$ cat src/rtl/sfbs_pkg.sv
// Shared types and constants of the sample frame byte stuffer.
package sfbs_pkg;

  localparam logic [7:0] BYTE_START = 8'hFE;
  localparam logic [7:0] BYTE_ESC   = 8'hFD;
  localparam logic [7:0] BYTE_END   = 8'hFC;
  localparam logic [7:0] ESC_FLIP   = 8'h20;

  localparam int unsigned VALUE_BYTES = 4;
  localparam int unsigned IDX_W       = $clog2(VALUE_BYTES);
  localparam int unsigned CFG_W       = 3;
  localparam logic [CFG_W-1:0] CFG_RESET = 3'd2;

  localparam int unsigned Q_DEPTH = 2;
  localparam int unsigned Q_AW    = $clog2(Q_DEPTH);
  localparam int unsigned Q_CW    = $clog2(Q_DEPTH + 1);

  typedef struct packed {
    logic [31:0] value;
    logic        first_value;
    logic        last_value;
  } in_item_t;

  typedef struct packed {
    logic [7:0] out_byte;
    logic       run_end;
  } out_item_t;

  // Classified item as it waits between the front and back parts.
  typedef struct packed {
    logic [31:0]            value;
    logic [VALUE_BYTES-1:0] esc;
    logic [IDX_W-1:0]       last_idx;
    logic                   first_value;
    logic                   last_value;
  } desc_t;

  typedef enum logic [1:0] {
    ST_HEAD,
    ST_DATA,
    ST_ESC2,
    ST_TAIL
  } back_state_t;

endpackage

$ cat src/rtl/sample_frame_byte_stuffer.sv
// Top level of the sample frame byte stuffer.
//
// The block turns sample values into a framed, byte-stuffed byte stream.
// Input side: an item (value and frame flags) is taken at a rising edge with
// push high and full low. The low bytes_per_value bytes of the value go out
// least significant first; a start byte 0xFE comes first when first_value is
// set and an end byte 0xFC comes last when last_value is set. A data byte of
// 0xFC, 0xFD or 0xFE is sent as 0xFD followed by the byte XOR 0x20.
// Output side: while empty is low, out_item holds the oldest byte; it is
// taken at an edge with pop high. run_end marks the last byte of an item.
// Configuration: cfg_we writes cfg_wdata into bytes_per_value (0 acts as 1,
// 5 to 7 as 4); reset loads 2. Write it only while the block is idle.
// Timing: an item is first registered in the queue, and each of its bytes then
// goes into the output register. The back end emits one byte per cycle while
// the receiver keeps up, and an item yields 1 to 10 bytes; the byte-per-cycle
// output register is what sets the rate. A two-entry queue lets the front
// take new items while the back end is busy.
// When the receiver stalls, the output byte holds, the back end stops, and
// full rises once the queue is full. Reset empties the queue and the output.
module sample_frame_byte_stuffer
  import sfbs_pkg::*;
(
  input  logic             clk,
  input  logic             rst_n,
  input  logic             push,
  output logic             full,
  input  in_item_t         in_item,
  output logic             empty,
  input  logic             pop,
  output out_item_t        out_item,
  input  logic             cfg_we,
  input  logic [CFG_W-1:0] cfg_wdata
);

  desc_t front_desc;
  desc_t head_desc;
  logic  q_empty;
  logic  q_pop;
  logic  q_full;

  // The front classifies each incoming item: clamped byte count and escapes.
  sfbs_front u_front (
    .clk       (clk),
    .rst_n     (rst_n),
    .cfg_we    (cfg_we),
    .cfg_wdata (cfg_wdata),
    .in_item   (in_item),
    .desc      (front_desc)
  );

  assign full = q_full;

  // Classified items wait here until the back end gets to them.
  sfbs_queue u_queue (
    .clk     (clk),
    .rst_n   (rst_n),
    .wr_en   (push && !q_full),
    .wr_data (front_desc),
    .full    (q_full),
    .rd_en   (q_pop),
    .rd_data (head_desc),
    .empty   (q_empty)
  );

  // The back end sequences start, data, escape and end bytes of the head item.
  sfbs_back u_back (
    .clk      (clk),
    .rst_n    (rst_n),
    .desc     (head_desc),
    .q_empty  (q_empty),
    .q_pop    (q_pop),
    .out_item (out_item),
    .empty    (empty),
    .pop      (pop)
  );

endmodule

$ cat src/rtl/sfbs_front.sv
// Front part: holds the byte count register and classifies incoming items.
module sfbs_front
  import sfbs_pkg::*;
(
  input  logic             clk,
  input  logic             rst_n,
  input  logic             cfg_we,
  input  logic [CFG_W-1:0] cfg_wdata,
  input  in_item_t         in_item,
  output desc_t            desc
);

  logic [CFG_W-1:0] bpv_r;
  logic [IDX_W-1:0] last_idx;
  logic [7:0]       b;

  always_ff @(posedge clk) begin
    if (!rst_n) begin
      bpv_r <= CFG_RESET;
    end else if (cfg_we) begin
      bpv_r <= cfg_wdata;
    end
  end

  // Zero counts as one byte, anything above four as four.
  always_comb begin
    if (bpv_r == '0) begin
      last_idx = '0;
    end else if (bpv_r > CFG_W'(VALUE_BYTES)) begin
      last_idx = IDX_W'(VALUE_BYTES - 1);
    end else begin
      last_idx = IDX_W'(bpv_r - 3'd1);
    end
  end

  always_comb begin
    desc.value       = in_item.value;
    desc.first_value = in_item.first_value;
    desc.last_value  = in_item.last_value;
    desc.last_idx    = last_idx;
    b                = '0;
    for (int k = 0; k < VALUE_BYTES; k++) begin
      b = in_item.value[8*k +: 8];
      desc.esc[k] = (b == BYTE_END) || (b == BYTE_ESC) || (b == BYTE_START);
    end
  end

endmodule

$ cat src/rtl/sfbs_queue.sv
// Short register queue of classified items between the front and back parts.
module sfbs_queue
  import sfbs_pkg::*;
(
  input  logic  clk,
  input  logic  rst_n,
  input  logic  wr_en,
  input  desc_t wr_data,
  output logic  full,
  input  logic  rd_en,
  output desc_t rd_data,
  output logic  empty
);

  desc_t            mem_r [Q_DEPTH];
  logic [Q_AW-1:0]  wr_ptr_r, wr_ptr_nxt;
  logic [Q_AW-1:0]  rd_ptr_r, rd_ptr_nxt;
  logic [Q_CW-1:0]  count_r, count_nxt;

  assign full    = (count_r == Q_CW'(Q_DEPTH));
  assign empty   = (count_r == '0);
  assign rd_data = mem_r[rd_ptr_r];

  always_comb begin
    wr_ptr_nxt = wr_ptr_r;
    rd_ptr_nxt = rd_ptr_r;
    count_nxt  = count_r;
    if (wr_en) begin
      wr_ptr_nxt = (wr_ptr_r == Q_AW'(Q_DEPTH - 1)) ? '0 : wr_ptr_r + 1'b1;
    end
    if (rd_en) begin
      rd_ptr_nxt = (rd_ptr_r == Q_AW'(Q_DEPTH - 1)) ? '0 : rd_ptr_r + 1'b1;
    end
    if (wr_en && !rd_en) begin
      count_nxt = count_r + 1'b1;
    end else if (rd_en && !wr_en) begin
      count_nxt = count_r - 1'b1;
    end
  end

  always_ff @(posedge clk) begin
    if (!rst_n) begin
      wr_ptr_r <= '0;
      rd_ptr_r <= '0;
      count_r  <= '0;
    end else begin
      wr_ptr_r <= wr_ptr_nxt;
      rd_ptr_r <= rd_ptr_nxt;
      count_r  <= count_nxt;
    end
  end

  always_ff @(posedge clk) begin
    if (wr_en) begin
      mem_r[wr_ptr_r] <= wr_data;
    end
  end

endmodule

$ cat src/rtl/sfbs_back.sv
// Back part: walks one queued item byte by byte into the output register.
module sfbs_back
  import sfbs_pkg::*;
(
  input  logic      clk,
  input  logic      rst_n,
  input  desc_t     desc,
  input  logic      q_empty,
  output logic      q_pop,
  output out_item_t out_item,
  output logic      empty,
  input  logic      pop
);

  back_state_t      state_r, state_nxt, cur;
  logic [IDX_W-1:0] idx_r, idx_nxt;
  logic             out_valid_r, out_valid_nxt;
  out_item_t        out_item_r, out_item_nxt;
  logic             emit;
  logic             done;
  logic [7:0]       data_b;
  logic             last_byte;

  assign empty    = !out_valid_r;
  assign out_item = out_item_r;
  assign emit     = !q_empty && (!out_valid_r || pop);
  assign q_pop    = emit && done;

  assign data_b    = desc.value[8*idx_r +: 8];
  assign last_byte = (idx_r == desc.last_idx);

  always_ff @(posedge clk) begin
    if (!rst_n) begin
      state_r     <= ST_HEAD;
      idx_r       <= '0;
      out_valid_r <= 1'b0;
    end else begin
      state_r     <= state_nxt;
      idx_r       <= idx_nxt;
      out_valid_r <= out_valid_nxt;
    end
  end

  always_ff @(posedge clk) begin
    out_item_r <= out_item_nxt;
  end

  always_comb begin
    // Without a start flag the head step is the first data byte.
    cur = (state_r == ST_HEAD && !desc.first_value) ? ST_DATA : state_r;
    state_nxt             = state_r;
    idx_nxt               = idx_r;
    done                  = 1'b0;
    out_item_nxt.out_byte = data_b;
    out_item_nxt.run_end  = 1'b0;

    unique case (cur)
      ST_HEAD: begin
        out_item_nxt.out_byte = BYTE_START;
        state_nxt             = ST_DATA;
      end
      ST_DATA, ST_ESC2: begin
        if (cur == ST_DATA && desc.esc[idx_r]) begin
          out_item_nxt.out_byte = BYTE_ESC;
          state_nxt             = ST_ESC2;
        end else begin
          out_item_nxt.out_byte = (cur == ST_ESC2) ? (data_b ^ ESC_FLIP) : data_b;
          if (!last_byte) begin
            idx_nxt   = idx_r + 1'b1;
            state_nxt = ST_DATA;
          end else if (desc.last_value) begin
            state_nxt = ST_TAIL;
          end else begin
            done = 1'b1;
          end
        end
      end
      ST_TAIL: begin
        out_item_nxt.out_byte = BYTE_END;
        done                  = 1'b1;
      end
    endcase

    if (done) begin
      state_nxt            = ST_HEAD;
      idx_nxt              = '0;
      out_item_nxt.run_end = 1'b1;
    end

    if (!emit) begin
      state_nxt    = state_r;
      idx_nxt      = idx_r;
      out_item_nxt = out_item_r;
    end

    if (emit) begin
      out_valid_nxt = 1'b1;
    end else if (pop) begin
      out_valid_nxt = 1'b0;
    end else begin
      out_valid_nxt = out_valid_r;
    end
  end

endmodule

$ cat config.mk
export PLATFORM = sky130hd
export DESIGN_NAME = sample_frame_byte_stuffer
export DESIGN_NICKNAME = d
export VERILOG_FILES = /design/src/rtl/sfbs_pkg.sv /design/src/rtl/sample_frame_byte_stuffer.sv /design/src/rtl/sfbs_front.sv /design/src/rtl/sfbs_queue.sv /design/src/rtl/sfbs_back.sv
export SDC_FILE = /design/constraint.sdc
export NUM_CORES = 1
export LEC_CHECK = 0
export ABC_AREA = 1
export BUFFER_PORTS_ARGS = -buffer_cell sky130_fd_sc_hd__buf_2
export CORE_MARGIN = 5
export CORE_UTILIZATION = 63
export CTS_CLUSTER_DIAMETER = 50
export DETAILED_ROUTE_END_ITERATION = 10
export PLACE_DENSITY = 0.84
export SLEW_MARGIN = 20
export SYNTH_ARGS = -nofsm -noshare
export SYNTH_HDL_FRONTEND = slang
export SYNTH_HIERARCHICAL = 1
export SYNTH_SLANG_ARGS = --single-unit
export TNS_END_PERCENT = 10
$ cat constraint.sdc
create_clock -name clk -period 8.4 [get_ports clk]
set_input_delay 0.84 -clock clk [delete_from_list [all_inputs] [get_ports clk]]
set_output_delay 0.84 -clock clk [all_outputs]
set_load 0.02 [all_outputs]
==> results of run 1 <==
[registers in the layout (all words and copies together) (netlist names), named ones only]
name / cells
u_back/out_valid_r: 1
u_back/idx_r: 2
u_front/bpv_r: 3
u_back/state_r: 2
u_queue/rd_ptr_r: 1
u_back/out_item: 9
u_queue/count_r: 2
u_queue/wr_ptr_r: 1
u_queue/mem_r: 80
[worst min-delay path by stage]
stage                                   to             start  slack [ns]
after floorplan           u_front/bpv_r[1]  u_front/bpv_r[1]        0.43
after global placement    u_front/bpv_r[1]  u_front/bpv_r[1]        0.45
after detailed placement  u_front/bpv_r[1]  u_front/bpv_r[1]        0.46
after CTS                 u_front/bpv_r[1]  u_front/bpv_r[1]        0.49
after global routing      u_front/bpv_r[1]  u_front/bpv_r[1]        0.52
final                     u_front/bpv_r[1]  u_front/bpv_r[1]        0.48
[stage by stage]
stage	instance area, um2	cells	power [mW]	worst slack (ns)
2_1_floorplan	4667	382	0.8995	5.218
3_3_place_gp	4715	492	0.9448	5.832
3_5_place_dp	4742	493	0.9662	5.674
4_1_cts	4955	509	1.289	5.613
5_1_grt	4955	509	1.345	5.383
6_report	4955	509	1.283	5.610
[where the power goes]
part	switching, mW	internal, mW
combinational	0.186	0.109
sequential	0.0333	0.631
clock	0.156	0.167
[worst register-to-register path, cell delays in order (launching register included)]
cell	delay, ns
dfxtp_1	0.32
buf_4	0.43
mux2_2	0.41
nand2_1	0.07
nand2_1	0.08
nand2_1	0.14
nand2_1	0.08
nor2_2	0.17
a21oi_4	0.11
nor2_1	0.20
inv_1	0.07
ha_1	0.31
inv_1	0.08
nand3_1	0.08
nand2_1	0.07
inv_1	0.04
nor2_1	0.08
[Yosys cell counts (3+ instances only)]
| library cell | number | area share, % |
|---|---|---|
| nor2_1 | 26 | 2.1 |
| inv_1 | 37 | 3.0 |
| edfxtp_1 | 89 | 57 |
| nand2_1 | 75 | 6.0 |
| dfxtp_1 | 13 | 5.6 |
| nand4_1 | 3 | 0.40 |
| nand3_2 | 3 | 0.64 |
| nand3_1 | 5 | 0.54 |
| buf_6 | 8 | 1.9 |
| a32o_1 | 4 | 0.86 |
| mux2_2 | 40 | 9.7 |
| buf_4 | 34 | 5.5 |
| o21ai_0 | 15 | 1.6 |
| a21oi_1 | 10 | 1.1 |
[logic make-up (layout without fill, tap and decap cells)]
kind of cell	after synthesis	in the layout	synth area share, %
AOI/OAI and AO/OA	38	38	5.175
xor gates and xnor gates	1	1	0.1877
adders and majority gates	2	2	0.5361
buffers and inverters	82	110	10.83
DFF	102	102	62.84
muxes	40	40	9.651
and+or+nand+nor	117	117	10.78
[layout make-up]
class,instances,area [um2],share of cell area [%]
timing repair buffer,55,302.8,6.111
sequential,102,2933,59.19
clock buffer,10,127.6,2.576
tap,99,123.9,2.500
multi-input combinational,198,1236,24.95
clock inverter,6,85.08,1.717
inverter,39,146.4,2.955
[per-layer routing]
layer | GRT usage [%] | routed length, um
met5 | 0 | 0
met4 | 6.991 | 108
met2 | 31.86 | 4183
met1 | 27.15 | 3512
met3 | 3.831 | 566
==> out/results.ini, run 1 <==
[worst_setup_path]
crit_end = u_queue/count_r[1]
crit_slowest_cell = buf_4
worst-path-buf-inv = 4
worst-path-stages = 16
r2r_setup_slack_ns = 5.61
reg2reg_depth = 16
cpLargestDelayFamily = simple AND/OR/NAND/NOR gates
cp_max_fo = 40
crit_required_ns = 8.70
cp_slowest_stage_delay_ns = 0.43
cp.arrival_ns = 3.09
worstPathCellList = buf_4 -> mux2_2 -> nand2_1 -> nand2_1 -> nand2_1 -> nand2_1 -> nor2_2 -> a21oi_4 -> nor2_1 -> inv_1 -> ha_1 -> inv_1 -> nand3_1 -> nand2_1 -> inv_1 -> nor2_1
startpoint_type = flip-flop
path_class = flip-flop to flip-flop
setup.worst_path.end_class = flip-flop
cp_common_cell = nand2_1
r2r_end = u_queue/count_r[1]

[drt]
ant_nets = 0
drc_errors = 0
vias = 2725
drt-initial-drc-count = 257
wl_um = 8369
wl_per_cell_um = 16.44
dr.pass1.iters = 4
viasPerCell = 5.354

[clock_network]
cts_setup_buffers = 0
root_buffer = clkbuf_8
clk_latency_ns = 0.36
ctsHoldBuffers = 0
clock_sinks = 102
cts_resized = 0
htree_levels = 3
clockBufferDepth = 2
clk_pin_slew_worst_paths_ns = 0.09
cts_tree = built
numCtsBuffers = 9

[synthesis]
ys_seq_area_share_pct = 62.84
synthesis.nets = 426
syn_area_mm2 = 0.004667
avgSynthCellArea_um2 = 12.22
async_flop_share_pct = 0
synthFlopType = edfxtp_1
yosysWarnings = 6
synth-edff-count = 89
synthCells = 382
synth_cell_type_count = 29
ys_ff_latch = 102

[global_routing]
grt_antenna_before_repair = 0
grt_use_total_pct = 19.86
grt_pass1_vias = 2693
grt_pass1_wl_um = 13500
grt_overflow = 0
grt_max_degree = 41

[worst_hold_path]
hp-class = flip-flop to flip-flop
holdPathStages = 2

[sta]
min_period_ns = 2.790
skew_ns = 0.007481
rsz0062_at_grt = no
fin_setup_tns_ns = 0
period_share_pct = 33.22
setup_violations = 0
slew_headroom_pct = 45.92
fmax_mhz = 358.4
whs_ns = 0.4849
final-max-slew-violation-count = 0
tightest_slew_ns = 0.8093
finalHoldViolCount = 0

[floorplan]
die_w_um = 96.07
fp.dieH_um = 96.07
core_area_mm2 = 0.007214
rows = 31
ios = 53
dieArea_mm2 = 0.009229
start_util_pct = 64.69

[status]
status = complete, no violations

[finish]
postLayoutCoreUtil_pct = 68.68
area_growth_syn_to_layout_pct = 6.166
n_fill_cell = 535
layout_commonest_cell = edfxtp_1
final_layout_size_suffix_gt1_share_pct = 29.76
layout_common_cells = edfxtp_1 (89), nand2_1 (75), buf_2 (52), mux2_2 (40), inv_1 (37)
fin_nets = 449
n_antenna_cell = 0

[pwr]
ir_drop_mv = 0.1298
p_per_area_mw_per_mm2 = 259.0
p_leak_nw = 1.974

[place]
numPortBuffers = 52
dp.final_hpwl_um = 5805
gp_congestion = 0.8716

[run]
maxCapViolCount = 0

(Power assumes the default switching activity.)
==> run 2: changes to the inputs <==
ABC_AREA = 0   (was 1)
CORE_UTILIZATION = 52   (was 63)
PLACE_DENSITY = 0.74   (was 0.84)
clock period = 2.5 ns   (was 8.4 ns; I/O delays follow)
==> run 2 against run 1 <==
Clock skew grew 0.0023 ns. Area after synthesis shrank 3.8%. Setup slack lost 5.6 ns. Via count shrank 14%. Critical endpoint unchanged.
==> out/results.ini, run 2 <==
[global_routing]
met3_usage_pct = 3.248  ; -0.58 points
grt_use_total_pct = 15.68  ; -4.2 points
grt_pass1_wl_um = 12330  ; -8.6%
met1_usage_pct = 21.67  ; -5.5 points
grt_busiest_layer = met2
grt_overflow = 0  ; unchanged
grt_antenna_before_repair = 0  ; unchanged
grt_max_degree = 42  ; +2.4%
grt_pass1_vias = 2397  ; -11%
use_met2_pct = 24.17  ; -7.7 points

[drt]
ant_nets = 0  ; unchanged
drt-initial-drc-count = 146  ; -43%
vias = 2334  ; -14%
drc_errors = 0  ; unchanged
wl_um = 7771  ; -7.1%
viasPerCell = 5.317  ; -0.69%
wl_per_cell_um = 17.70  ; +7.7%
dr.pass1.iters = 6  ; +2

[clock_network]
htree_levels = 3  ; unchanged
cts_tree = built
clockBufferDepth = 2  ; unchanged
numCtsBuffers = 9  ; unchanged
clk_pin_slew_worst_paths_ns = 0.09  ; about the same
clock_sinks = 102  ; unchanged
root_buffer = clkbuf_8
clk_latency_ns = 0.35  ; about the same

[worst_setup_path]
cp.arrival_ns = 2.76  ; -0.33 ns
path_class = flip-flop to flip-flop
crit_required_ns = 2.79  ; -5.91 ns
setup.worst_path.end_class = flip-flop
startpoint_type = flip-flop
cp_max_fo = 6  ; -85%

[synthesis]
synthFlopType = edfxtp_1
synth-edff-count = 89  ; unchanged
synthDominantCellAreaShare_pct = 59.52  ; +2.2 points
async_flop_share_pct = 0  ; unchanged
syn_area_mm2 = 0.004491  ; -3.8%
avgSynthCellArea_um2 = 15.65  ; +28%
yosysWarnings = 6  ; unchanged
netlist_top_cells_area = edfxtp_1 (60%), mux2_2 (10%), dfxtp_1 (5.8%)
ys_ff_latch = 102  ; unchanged
synthesis.nets = 331  ; -22%
synthCells = 287  ; -25%
synth_largest_area_cell = edfxtp_1
synthTopCellsByCount = edfxtp_1 (89), mux2_2 (40), buf_4 (34)
synth.most_common_cell = edfxtp_1
ys_seq_area_share_pct = 65.31  ; +2.5 points
synth_cell_type_count = 42  ; +45%

[finish]
fin_nets = 371  ; -17%
area_growth_syn_to_layout_pct = 11.90
largest_reg_flops = 80  ; unchanged
final_layout_size_suffix_gt1_share_pct = 44.71  ; +15 points
layout_common_cells = edfxtp_1 (89), buf_2 (52), mux2_2 (36), buf_4 (17)
n_antenna_cell = 0  ; unchanged
regMostFlops = u_queue/mem_r
layout_commonest_cell = edfxtp_1

[sta]
rsz0062_at_grt = yes
slew_headroom_pct = 59.96  ; +14 points
final-max-slew-violation-count = 0  ; unchanged
finalHoldViolCount = 0  ; unchanged
skew_ns = 0.009802  ; +0.002321 ns
whs_ns = 0.08453  ; -0.4003 ns
period_share_pct = 99.02  ; +66 points
min_period_ns = 2.475  ; -0.3147 ns
tightest_slew_ns = 0.5965  ; -0.2127 ns
setup_violations = 0  ; unchanged
fmax_mhz = 404.0  ; +13%

[place]
dp.final_hpwl_um = 5311  ; -8.5%
numPortBuffers = 52  ; unchanged
gp_congestion = 0.7882  ; -9.6%

[floorplan]
core_area_mm2 = 0.008551  ; +19%
rows = 34  ; +9.7%
dieArea_mm2 = 0.01059  ; +15%
fp.dieH_um = 102.9  ; +7.1%
ios = 53  ; unchanged
start_util_pct = 52.52  ; -12 points
die_w_um = 102.9  ; +7.1%

[status]
status = complete, no violations

[run]
maxCapViolCount = 0  ; unchanged

[pwr]
ir_drop_mv = 0.3829  ; +200%
finalPower_mw = 4.758  ; +270%
p_leak_nw = 1.795  ; -9.0%
p_per_area_mw_per_mm2 = 946.8  ; +270%

[worst_hold_path]
hp-class = input pin to flip-flop

## run 2: changes by cell type in the layout (fill, tap and decap cells not counted), moves of 9 or more
cell,delta
buf_4,+15
inv_1,-30
mux4_2,+9
nand2_1,-63
o21ai_0,-12
nor2_1,-23
## run 2: final cells by class
class                      count  area (um2)
fill                         659        3526
clock buffer                  10       127.6
multi-input combinational    135        1301
clock inverter                 5       75.07
sequential                   102        2937
inverter                       8       30.03
timing repair buffer          71       419.2
tap                          108       135.1
## run 2: worst paths after layout
path	endpoint	cells past startpoint	startpoint	slack, ns
max reg2reg	u_queue/count_r[1]	11	flip-flop	0.02
min	u_queue/mem_r[0][1]	1	in_item[1]	0.08
min reg2reg	u_back/out_valid_r	2	u_back/out_valid_r	0.51
max	u_queue/count_r[1]	11	flip-flop	0.02
## run 2: report_power, final
| part | internal, mW | switching [mW] |
|---|---|---|
| Combinational | 0.655 | 0.724 |
| Sequential | 2.20 | 0.113 |
| Clock | 0.553 | 0.515 |
| Total | 3.41 | 1.35 |
## run 2: what timing repair did
action                                  CTS  global route
hold buffers                              0             0
setup buffers                             1             0
endpoints found under the setup margin    2             2
resized for setup                        11             4
pin swaps                                 4             4
## run 2: critical path: stages, from the launching register on
cell       delay (ns)
dfxtp_4          0.41
mux2_4           0.30
mux4_2           0.52
nor2_4           0.12
o2bb2ai_2        0.06
inv_1            0.08
and2_4           0.14
inv_2            0.04
ha_4             0.15
xor2_2           0.14
or3_1            0.32
a21boi_1         0.14
## run 2: layer usage
metal / vias to the layer above / share of wire (%)
met1: 1149 / 46
met4: 0 / 1.2
met5: - / 0
met2: 59 / 48
met3: 6 / 4.6
li1: 1120 / -
## run 2: cells by family (layout without fill, tap and decap cells)
logic type,count (synthesis),count (layout),share of synthesized area (%)
AO/OA/AOI/OAI,30,30,4.820
AND/OR/NAND/NOR,46,46,5.935
buffers and inverters,50,94,7.216
adder cells (fa/ha/maj),2,2,0.5572
multiplexers,51,51,14.99
XOR/XNOR,6,6,1.170
flip-flops,102,102,65.31
## run 2: metrics by stage
stage,instances,setup TNS (ns),area [um2],util [%],setup slack [ns]
after detailed placement,423,-0.1493,4748,55.53,-0.09981
after floorplan,287,-0.1805,4493,-,-0.1696
after CTS,439,0,4999,58.46,0.005707
final,439,0,5025,58.77,0.02452
after global placement,423,-0.03785,4748,55.53,-0.03785
after global routing,439,-0.08121,5025,58.77,-0.08121
==> run 3: changes to the inputs <==
CELL_PAD_IN_SITES_DETAIL_PLACEMENT = 0   (was unset)
CELL_PAD_IN_SITES_GLOBAL_PLACEMENT = 1   (was unset)
CORE_UTILIZATION = 44   (was 52)
PLACE_DENSITY = 0.75   (was 0.74)
==> run 3 against run 2 <==
Cell count is 7.3% higher. Global-route usage shrank 2.1 points. Largest power group unchanged. Register-to-register slack about the same. Critical path type unchanged. Sequential share of layout area fell by 0.50 points. Utilization shrank 7.4 points. Setup slack better by 0.0063 ns. Combinational power about the same. Routed wire length rose by 2.7%. Sequential cell count did not move. Maximum frequency is 0.25% higher. Via count is 0.30% higher.
==> out/results.ini, run 3 (synthesized netlist as in run 2, its figures left out) <==
[place]
gp_congestion = 0.7995  ; +1.4%
dp.final_hpwl_um = 5603  ; +5.5%
numPortBuffers = 52  ; unchanged
place_area_mm2 = 0.004802  ; +1.1%
dp_slack_ns = -0.1841  ; -0.08427 ns

[sta]
final-max-slew-violation-count = 0  ; unchanged
finalHoldViolCount = 0  ; unchanged
skew_ns = 0.006945  ; -0.002856 ns
rsz0062_at_grt = yes
fmax_mhz = 405.0  ; +0.25%
min_period_ns = 2.469  ; -0.006279 ns
period_share_pct = 98.77  ; -0.25 points
tightest_slew_ns = 0.6561  ; +0.05957 ns
finalWorstSetupSlack_ns = 0.03080  ; +0.006279 ns
slew_headroom_pct = 55.97  ; -4.0 points
whs_ns = 0.09310  ; +0.008567 ns
setup_violations = 0  ; unchanged

[global_routing]
grt_use_total_pct = 13.60  ; -2.1 points
grt_antenna_before_repair = 0  ; unchanged
grt_pass1_wl_um = 13190  ; +6.9%
grt_overflow = 0  ; unchanged
grt_max_degree = 23  ; -45%
grt_pass1_vias = 2530  ; +5.5%

[floorplan]
start_util_pct = 45.52  ; -7.0 points
ios = 53  ; unchanged
rows = 36  ; +5.9%
core_area_mm2 = 0.009864  ; +15%
dieArea_mm2 = 0.01233  ; +16%
die_w_um = 111.0  ; +7.9%
fp.dieH_um = 111.0  ; +7.9%

[worst_setup_path]
startpoint_type = flip-flop
r2r_end = u_queue/count_r[1]
cp.arrival_ns = 2.75  ; about the same
r2r_setup_slack_ns = 0.03  ; about the same
reg2reg_depth = 11  ; unchanged
setup.worst_path.end_class = flip-flop
path_class = flip-flop to flip-flop
cp_max_fo = 7  ; +1
crit_required_ns = 2.79  ; about the same

[finish]
final_layout_size_suffix_gt1_share_pct = 45.56  ; +0.85 points
fin_nets = 377  ; +1.6%
layout_common_cells = edfxtp_1 (89), buf_2 (52), mux2_2 (36), buf_4 (24)
largest_reg_flops = 80  ; unchanged
layout_commonest_cell = edfxtp_1
regMostFlops = u_queue/mem_r
n_antenna_cell = 0  ; unchanged
n_fill_cell = 827  ; +25%
area_growth_syn_to_layout_pct = 12.87
stdcell_area_mm2 = 0.005069  ; +0.87%

[drt]
wl_um = 7978  ; +2.7%
wl_per_cell_um = 16.94  ; -4.3%
drc_errors = 0  ; unchanged
vias = 2341  ; +0.30%
drt-initial-drc-count = 62  ; -58%
ant_nets = 0  ; unchanged
dr.pass1.iters = 4  ; -2
viasPerCell = 4.970  ; -6.5%

[clock_network]
cts_tree = built
clk_pin_slew_worst_paths_ns = 0.09  ; about the same
clockBufferDepth = 2  ; unchanged
clk_latency_ns = 0.35  ; about the same
ctsHoldBuffers = 0  ; unchanged
clock_sinks = 102  ; unchanged
numCtsBuffers = 9  ; unchanged
htree_levels = 3  ; unchanged
root_buffer = clkbuf_8

[status]
status = complete, no violations

[pwr]
p_leak_nw = 1.814  ; +1.0%
ir_drop_mv = 0.3519  ; -8.1%
finalPower_mw = 4.705  ; -1.1%
p_per_area_mw_per_mm2 = 928.3  ; -2.0%

[worst_hold_path]
min-delay-start = in_item[1]
hp-class = input pin to flip-flop
min_to = u_queue/mem_r[0][1]
holdPathStages = 1  ; unchanged

[run]
maxCapViolCount = 0  ; unchanged

-- run 3: changes by cell type in the layout (fill, tap and decap cells not counted), sizes merged --
cell,change
clkinv,+1
buf,+6
clkbuf,+1
bufinv,-1
-- run 3: per-layer routing --
| metal | vias up | wire length (um) | share of wire (%) | track usage [%] |
|---|---|---|---|---|
| li1 | 1135 | - | - | - |
| met5 | - | 0 | 0 | 0 |
| met4 | 0 | 130 | 1.6 | 4.866 |
| met1 | 1139 | 3851 | 48 | 19.07 |
| met3 | 10 | 298 | 3.7 | 2.293 |
| met2 | 57 | 3697 | 46 | 21.48 |
-- run 3: power breakdown --
group	total, mW	internal, mW	switching (mW)
logic	1.41	0.677	0.732
registers	2.31	2.20	0.117
clock network	0.983	0.456	0.526
total	4.71	3.33	1.38
-- run 3: layout make-up --
class                           count  area (um2)  share of cell area (%)
Sequential cell                   102        2937                   57.94
Multi-Input combinational cell    135        1294                   25.52
Tap cell                          133       166.4                   3.283
Timing Repair Buffer               77       460.4                   9.084
Inverter                            8       30.03                  0.5924
Clock buffer                       11       131.4                   2.592
Clock inverter                      5       50.05                  0.9874
-- run 3: what timing repair did --
action                                  4_1_cts  5_1_grt
gates resized for setup                      11        3
endpoints found under the setup margin        2        2
setup buffers                                 3        1
gates cloned                                  0        0
pin swaps                                     4        3
-- run 3: stage by stage --
| step | instances | util (%) | TNS, ns |
|---|---|---|---|
| after detailed placement | 451 | 48.68 | -0.3139 |
| after CTS | 470 | 51.15 | -0.03038 |
| after floorplan | 287 | - | -0.1805 |
| final | 471 | 51.38 | 0 |
| after global routing | 471 | 51.38 | -0.07524 |
| after global placement | 451 | 48.68 | -0.1531 |
-- run 3: critical path, stage by stage, from the launching register on --
cell	delay, ns
dfxtp_4	0.41
mux2_4	0.30
mux4_2	0.51
nor2_4	0.12
o2bb2ai_2	0.07
inv_2	0.07
and2_4	0.14
inv_2	0.04
ha_4	0.14
xor2_1	0.14
or3_1	0.30
a21boi_1	0.15
-- run 3: worst max path at each step --
stage | from | to | slack, ns
2_1_floorplan | flip-flop | u_queue/count_r[1] | -0.17
3_3_place_gp | flip-flop | u_queue/count_r[1] | -0.1
3_5_place_dp | flip-flop | u_queue/count_r[1] | -0.18
4_1_cts | flip-flop | u_queue/count_r[1] | -0.03
5_1_grt | flip-flop | u_queue/count_r[1] | -0.08
6_report | flip-flop | u_queue/count_r[1] | 0.03
